`src/rtl/fitl_pkg.sv`:
```
// ----------------------------------------------------------------------------
// fitl_pkg
// Shared widths, constants, register indexes, sequencer states and the
// structs that pass between the frame interval trim blocks.
// ----------------------------------------------------------------------------
package fitl_pkg;

  // window storage
  localparam int WINDOW_DEPTH = 256;
  localparam int PTR_W        = (WINDOW_DEPTH > 1) ? $clog2(WINDOW_DEPTH) : 1;
  localparam int CNT_W        = $clog2(WINDOW_DEPTH + 1);
  localparam int ITV_W        = 40;
  localparam int SUM_W        = ITV_W + PTR_W;

  // field widths
  localparam int TS_W       = 48;
  localparam int SNS_W      = 63;
  localparam int DUR_W      = 32;
  localparam int CD_W       = 7;
  localparam int WF_W       = 9;
  localparam int CFG_IDX_W  = 3;
  localparam int CFG_DATA_W = 32;

  // microseconds to nanoseconds: 1000 = 1024 - 16 - 8
  localparam int US_TO_NS = 1000;
  localparam int US_SH_A  = 10;
  localparam int US_SH_B  = 4;
  localparam int US_SH_C  = 3;
  localparam logic [TS_W-1:0] SAT_US = TS_W'(((64'd1 << ITV_W) - 64'd1) / US_TO_NS);

  // correction law
  localparam int OFFSET_LIMIT    = 500000;
  localparam int OFFSET_DEADBAND = 50000;
  localparam int GAIN_SHIFT      = 6;
  localparam int STEP_W          = 20;
  localparam int DELTA_W         = STEP_W - GAIN_SHIFT;
  localparam int DIFF_W          = ITV_W + 2;
  localparam int ND_W            = DUR_W + 2;

  localparam logic [CD_W-1:0] FSC_MAX = '1;

  // register indexes
  localparam logic [CFG_IDX_W-1:0] REG_ADJUST_ENABLE   = 3'd0;
  localparam logic [CFG_IDX_W-1:0] REG_REPEATING_MODE  = 3'd1;
  localparam logic [CFG_IDX_W-1:0] REG_TARGET_INTERVAL = 3'd2;
  localparam logic [CFG_IDX_W-1:0] REG_MIN_DURATION    = 3'd3;
  localparam logic [CFG_IDX_W-1:0] REG_MAX_DURATION    = 3'd4;
  localparam logic [CFG_IDX_W-1:0] REG_COOLDOWN_FRAMES = 3'd5;
  localparam logic [CFG_IDX_W-1:0] REG_WINDOW_FRAMES   = 3'd6;

  // reset values
  localparam logic [DUR_W-1:0] RST_TARGET   = 32'd11111111;
  localparam logic [DUR_W-1:0] RST_MIN      = '0;
  localparam logic [DUR_W-1:0] RST_MAX      = '1;
  localparam logic [CD_W-1:0]  RST_COOLDOWN = 7'd8;
  localparam logic [WF_W-1:0]  RST_WINDOW   = 9'd32;

  // command codes
  localparam logic CMD_EVENT     = 1'b0;
  localparam logic CMD_FRAME_END = 1'b1;

  typedef enum logic [3:0] {
    ST_IDLE,
    ST_EV_SCALE,
    ST_EV_SUB,
    ST_EV_ADD,
    ST_FE_DIV,
    ST_FE_STEP,
    ST_FE_SCALE,
    ST_FE_SUM,
    ST_FE_CLAMP,
    ST_REPLY
  } fitl_state_e;

  typedef struct packed {
    logic clear;
    logic sub_old;
    logic add_new;
  } ring_cmd_t;

  typedef struct packed {
    logic [CNT_W-1:0] fill;
    logic             full;
    logic [SUM_W-1:0] sum;
  } ring_stat_t;

  typedef struct packed {
    logic busy;
    logic done;
  } div_stat_t;

  // effective window length: zero reads as one, long windows saturate
  function automatic logic [CNT_W-1:0] win_len(input logic [WF_W-1:0] wf);
    logic [CNT_W-1:0] len;
    if (wf == '0) begin
      len = CNT_W'(1);
    end else if (int'(wf) > WINDOW_DEPTH) begin
      len = CNT_W'(WINDOW_DEPTH);
    end else begin
      len = CNT_W'(wf);
    end
    return len;
  endfunction

endpackage

```
`src/rtl/fitl_div.sv`:
```
// ----------------------------------------------------------------------------
// fitl_div
// Restoring divider, one quotient bit per cycle: window sum by fill count.
// ----------------------------------------------------------------------------
module fitl_div
  import fitl_pkg::*;
(
  input  logic             clk_i,
  input  logic             rst_ni,
  input  logic             start_i,
  input  logic [SUM_W-1:0] dividend_i,
  input  logic [CNT_W-1:0] divisor_i,
  output div_stat_t        stat_o,
  output logic [SUM_W-1:0] quotient_o
);

  localparam int ITER_W = $clog2(SUM_W + 1);
  localparam logic [ITER_W-1:0] ITER_LAST = ITER_W'(SUM_W - 1);

  logic              busy_q, done_q;
  logic [ITER_W-1:0] cnt_q;
  logic [SUM_W-1:0]  quo_q;
  logic [CNT_W-1:0]  rem_q, dvs_q;
  logic [CNT_W:0]    trial;
  logic              fits;
  logic [CNT_W:0]    trial_sub;

  assign trial     = {rem_q, quo_q[SUM_W-1]};
  assign fits      = trial >= {1'b0, dvs_q};
  assign trial_sub = trial - {1'b0, dvs_q};

  always_ff @(posedge clk_i or negedge rst_ni) begin
    if (!rst_ni) begin
      busy_q <= 1'b0;
      done_q <= 1'b0;
      cnt_q  <= '0;
    end else begin
      done_q <= 1'b0;
      if (start_i) begin
        busy_q <= 1'b1;
        cnt_q  <= '0;
      end else if (busy_q) begin
        cnt_q <= cnt_q + ITER_W'(1);
        if (cnt_q == ITER_LAST) begin
          busy_q <= 1'b0;
          done_q <= 1'b1;
        end
      end
    end
  end

  always_ff @(posedge clk_i) begin
    if (start_i) begin
      quo_q <= dividend_i;
      rem_q <= '0;
      dvs_q <= divisor_i;
    end else if (busy_q) begin
      quo_q <= {quo_q[SUM_W-2:0], fits};
      rem_q <= fits ? trial_sub[CNT_W-1:0] : trial[CNT_W-1:0];
    end
  end

  assign stat_o.busy = busy_q;
  assign stat_o.done = done_q;
  assign quotient_o  = quo_q;

endmodule

```
`config.mk`:
```
export PLATFORM = sky130hd
export DESIGN_NAME = fitl_div
export DESIGN_NICKNAME = d
export VERILOG_FILES = /design/src/rtl/fitl_pkg.sv /design/src/rtl/fitl_div.sv
export SDC_FILE = /design/constraint.sdc
export NUM_CORES = 1
export LEC_CHECK = 0
export ABC_CLOCK_PERIOD_IN_PS = 2200
export BUFFER_PORTS_ARGS = -buffer_cell sky130_fd_sc_hd__clkbuf_2
export CORE_MARGIN = 4
export CORE_UTILIZATION = 46
export CTS_CLUSTER_SIZE = 20
export DETAILED_ROUTE_END_ITERATION = 10
export GPL_ROUTABILITY_DRIVEN = 0
export GPL_TIMING_DRIVEN = 0
export PLACE_DENSITY = 0.84
export SYNTH_ARGS = -nofsm -noshare
export SYNTH_HDL_FRONTEND = slang
export SYNTH_SLANG_ARGS = --single-unit
```
`constraint.sdc`:
```
create_clock -name clk_i -period 2.2 [get_ports clk_i]
set_input_delay 0.11 -clock clk_i [delete_from_list [all_inputs] [get_ports clk_i]]
set_output_delay 0.11 -clock clk_i [all_outputs]
set_load 0.05 [all_outputs]
```
==> tab_implementation.tex <==
\begin{tabular}{lr}
\hline
Metric & Value \\
\hline
\multicolumn{2}{l}{\textbf{Status}} \\
Result of the run & finished, violations left \\
Violated checks & negative setup slack \\
\multicolumn{2}{l}{\textbf{Critical path}} \\
Slowest cell on the critical path & sky130\_fd\_sc\_hd\_\_edfxtp\_1 \\
Worst-path cell chain & inv\_1 > ha\_2 > inv\_2 > fa\_2 > a211oi\_4 > o21a\_4 > o211ai\_4 > buf\_4 > mux2i\_1 > a211oi\_1 \\
Combined buffer and inverter count along the critical path & 3 \\
CP Data Arrival Time & 2.57 ns \\
Stage delay of the slowest cell on the critical path & 0.39 ns \\
Crit path kind & flip-flop to flip-flop \\
First element of the critical path & quotient\_o[47] \\
Kind of end point of the critical path & flip-flop \\
Largest fanout on the critical path & 4 \\
Endpoint required time on the critical path & 2.46 ns \\
Cell family with the largest share of critical-path delay & compound AO/OA/AOI/OAI gates \\
Startpoint of the lowest-slack register-to-register path & quotient\_o[47] \\
Critical Path Source Type & flip-flop \\
\multicolumn{2}{l}{\textbf{Power}} \\
Static power due to leakage & 2.03 nW \\
Switching power share of the total & 0.360 \\
Power after layout & 4.91 mW \\
Power Internal & 3.14 mW \\
Worst vdd ir & 0.000555 V \\
Power density cells & 1040 nW/um\^{}2 \\
Combinational share of power & 0.381 \\
Clk pwr share & 0.239 \\
Net Switching & 1.77 mW \\
Share of power burned in registers & 0.379 \\
\multicolumn{2}{l}{\textbf{Floorplan}} \\
I/O pin count & 110 \\
Starting density of the core & 0.480 \\
DIE AREA & 9160 um\^{}2 \\
Area of the core & 7370 um\^{}2 \\
Die width & 95.7 um \\
Overall die height & 95.7 um \\
Row count & 31 \\
\multicolumn{2}{l}{\textbf{Min path}} \\
Worst Min Path Start & dividend\_i[44] \\
Worst min path class & input port to flip-flop \\
\multicolumn{2}{l}{\textbf{CTS}} \\
Clock buffers created by TritonCTS & 9 \\
CTS tree & done \\
Cell chosen for the clock root & sky130\_fd\_sc\_hd\_\_clkbuf\_8 \\
Total clock sinks & 74 \\
Post-CTS clock slew at the launch and capture registers of the worst setup and hold paths & 0.08 ns \\
Worst-case clock buffer depth & 2 \\
Clock latency on the worst-skew pair & 0.35 ns \\
Maximum level of the CTS H-tree & 3 \\
\multicolumn{2}{l}{\textbf{Synthesis}} \\
Distinct cell type count of the synthesized netlist & 41 \\
Mux cell area share after synthesis & 0.173 \\
Proportion of synthesized chip area in sequential cells & 0.591 \\
Synth area leaders & sky130\_fd\_sc\_hd\_\_edfxtp\_1 (48\%), sky130\_fd\_sc\_hd\_\_mux2\_2 (15\%), sky130\_fd\_sc\_hd\_\_dfrtp\_1 (5.7\%) \\
Area share of fa/ha/maj cells after synthesis & 0.0410 \\
Compound-Gate Fraction of Synth Area & 0.0682 \\
Dominant combinational cell family by area after synthesis & multiplexers \\
Ys flop type & sky130\_fd\_sc\_hd\_\_edfxtp\_1 \\
Nets in the synthesized netlist & 328 \\
Avg Inst Size Synth & 13.8 um\^{}2 \\
Number of flops mapped to enable cells by yosys & 57 \\
Xor-xnor portion of the synthesized cell area & 0.0198 \\
Cell count after synthesis & 257 \\
Simple-gate area share of the yosys netlist & 0.0767 \\
Seq cells post-synth & 74 \\
Portion of synthesized cell area occupied by the leading cell type & 0.484 \\
Number of warnings reported in the yosys synthesis log & 0 \\
Synth Cell Area & 3540 um\^{}2 \\
Fraction of registers with async set or reset after synthesis & 0.108 \\
Library cell occupying the most area in the post-synthesis netlist & sky130\_fd\_sc\_hd\_\_edfxtp\_1 \\
\multicolumn{2}{l}{\textbf{Route}} \\
Total vias in the final route & 2613 \\
Iteration count of the initial detailed-routing pass & 4 \\
Wire per inst & 17.2 um \\
Per-cell via count in the routed design & 5.22 \\
First-iteration detailed-routing DRC count & 100 \\
Detailed-route wire length & 8620 um \\
DR DRC count & 0 \\
Count of antenna-violating nets left after detailed routing & 0 \\
\multicolumn{2}{l}{\textbf{Global route}} \\
Via count of the first global-routing pass & 2826 \\
Global route overflow & 0 \\
Overall fraction of global-route tracks in use & 0.201 \\
Pin count of the biggest net entering global routing & 14 \\
First-pass GRT wire length & 13800 um \\
Antenna violations before repair & 0 \\
\multicolumn{2}{l}{\textbf{Layout}} \\
Fraction of final layout cells with drive strength greater than 1 & 0.505 \\
Layout overhead on the synthesized area & 33.7\% \\
Total number of nets in the final design & 468 \\
Fin util & 0.642 \\
Antenna diodes & 0 \\
\multicolumn{2}{l}{\textbf{Timing}} \\
Worst clock skew on the final layout & 0.00915 ns \\
Clock period minus worst slack & 2.32 ns \\
Fin Hold WS & 0.0592 ns \\
Transition time at the pin with the least slew margin & 0.691 ns \\
Number of hold violations in the final report & 0 \\
Maximum clock frequency & 0.432 GHz \\
Max-slew headroom & 0.539 \\
Number of pins exceeding their max-slew limit in the final report & 0 \\
Final setup violation count & 8 \\
Final worst setup slack & -0.117 ns \\
Setup repair after global routing missed its margin & true \\
Crit share post-route & 1.05 \\
\multicolumn{2}{l}{\textbf{Placed design}} \\
Worst slack at placement & -0.633 ns \\
Half-perimeter wire length of the detailed placement result & 5970 um \\
Quantity of I/O buffers inserted on ports & 109 \\
\multicolumn{2}{l}{\textbf{Run}} \\
Max-cap violation count & 0 \\
\hline
\end{tabular}
Yosys cell counts, types with 7 or more instances:
library cell / instances
sky130_fd_sc_hd__a211oi_1: 7
sky130_fd_sc_hd__a21oi_1: 7
sky130_fd_sc_hd__clkbuf_1: 10
sky130_fd_sc_hd__dfrtp_1: 8
sky130_fd_sc_hd__dfxtp_1: 9
sky130_fd_sc_hd__edfxtp_1: 57
sky130_fd_sc_hd__ha_1: 10
sky130_fd_sc_hd__inv_1: 12
sky130_fd_sc_hd__mux2_2: 48
sky130_fd_sc_hd__mux2i_1: 7
sky130_fd_sc_hd__nand2_1: 9
sky130_fd_sc_hd__nor2_1: 20
per-stage QoR:
step	instances	setup TNS, ns	cell area, um^2
2_1_floorplan	257	-1.48	3570
3_3_place_gp	465	-29.89	4240
3_5_place_dp	465	-31.60	4240
4_1_cts	498	-1.34	4700
5_1_grt	501	-1.39	4730
6_report	501	-0.610	4730
layout make-up:
cell class | instances | area, um^2
buffer | 14 | 62.6
clock buffer | 10 | 128
clock inverter | 6 | 90.1
fill | 580 | 2640
inverter | 12 | 48.8
multi-input combinational | 157 | 1450
sequential | 74 | 2090
tap | 99 | 124
timing repair buffer | 126 | 711
timing repair inverter | 3 | 22.5
power by group through the flow:
stage / registers [mW] / clock network, mW / logic [mW]
2_1_floorplan: 2.23 / 0 / 0.835
3_3_place_gp: 1.87 / 0 / 1.51
3_5_place_dp: 1.88 / 0 / 1.56
4_1_cts: 1.86 / 1.19 / 1.81
5_1_grt: 1.88 / 1.28 / 1.99
6_report: 1.86 / 1.18 / 1.87
routing by layer:
metal	vias up	track usage	routed length [um]	share of wire
li1	1248	-	-	-
met1	1251	0.227	3340	0.39
met2	103	0.350	4430	0.51
met3	11	0.0797	717	0.083
met4	0	0.0581	131	0.015
met5	-	0	0	0
cell families after synthesis:
family,count (synthesis)
flip-flops,74
multiplexers,55
AND/OR/NAND/NOR,51
AO/OA/AOI/OAI,32
buffers and inverters,26
adder cells (fa/ha/maj),11
XOR/XNOR,8
sequential cells by signal, indices dropped and copies added (netlist names):
register,count
quotient_o,48
dvs_q,9
done_q,1
rem_q,9
busy_q,1
cnt_q,6
cells in the final DEF, fill, tap and decap left out, types with 4 or more instances in the layout:
master,n
sky130_fd_sc_hd__a21oi_1,7
sky130_fd_sc_hd__dfrtp_1,8
sky130_fd_sc_hd__buf_4,8
sky130_fd_sc_hd__clkbuf_1,11
sky130_fd_sc_hd__clkinvlp_4,5
sky130_fd_sc_hd__edfxtp_1,57
sky130_fd_sc_hd__inv_1,10
sky130_fd_sc_hd__dlygate4sd3_1,10
sky130_fd_sc_hd__mux2i_1,7
sky130_fd_sc_hd__a211oi_1,5
sky130_fd_sc_hd__clkbuf_8,9
sky130_fd_sc_hd__o211ai_1,4
sky130_fd_sc_hd__ha_1,7
sky130_fd_sc_hd__mux2_2,47
sky130_fd_sc_hd__nor2_1,19
sky130_fd_sc_hd__dfxtp_1,9
sky130_fd_sc_hd__nand2_1,9
sky130_fd_sc_hd__xor2_1,6
sky130_fd_sc_hd__clkbuf_2,109
timing repair:
item	in CTS	in global routing
buffers inserted	4	3
hold endpoints to repair	17	0
pin swaps	5	3
endpoints found under the setup margin	58	57
cloned	3	0
hold buffers	10	0
gates resized for setup	18	1
final timing paths:
path / endpoint / slack [ns] / depth (start not counted)
max: rem_q[1] / -0.12 / 10
min: quotient_o[44] / 0.06 / 2
max reg2reg: rem_q[1] / -0.12 / 10
min reg2reg: rem_q[2] / 0.50 / 2
max in group asynchronous: cnt_q[0] / 1.88 / 2
min in group asynchronous: cnt_q[5] / 0.14 / 2
worst register-to-register path, stage by stage, from the launching register on:
cell and delay [ns]:
sky130_fd_sc_hd__edfxtp_1 0.39, sky130_fd_sc_hd__inv_1 0.07, sky130_fd_sc_hd__ha_2 0.18, sky130_fd_sc_hd__inv_2 0.04
sky130_fd_sc_hd__fa_2 0.37, sky130_fd_sc_hd__a211oi_4 0.33, sky130_fd_sc_hd__o21a_4 0.21, sky130_fd_sc_hd__o211ai_4 0.13
sky130_fd_sc_hd__buf_4 0.19, sky130_fd_sc_hd__mux2i_1 0.12, sky130_fd_sc_hd__a211oi_1 0.20
Power figures use the tool's default switching activity.
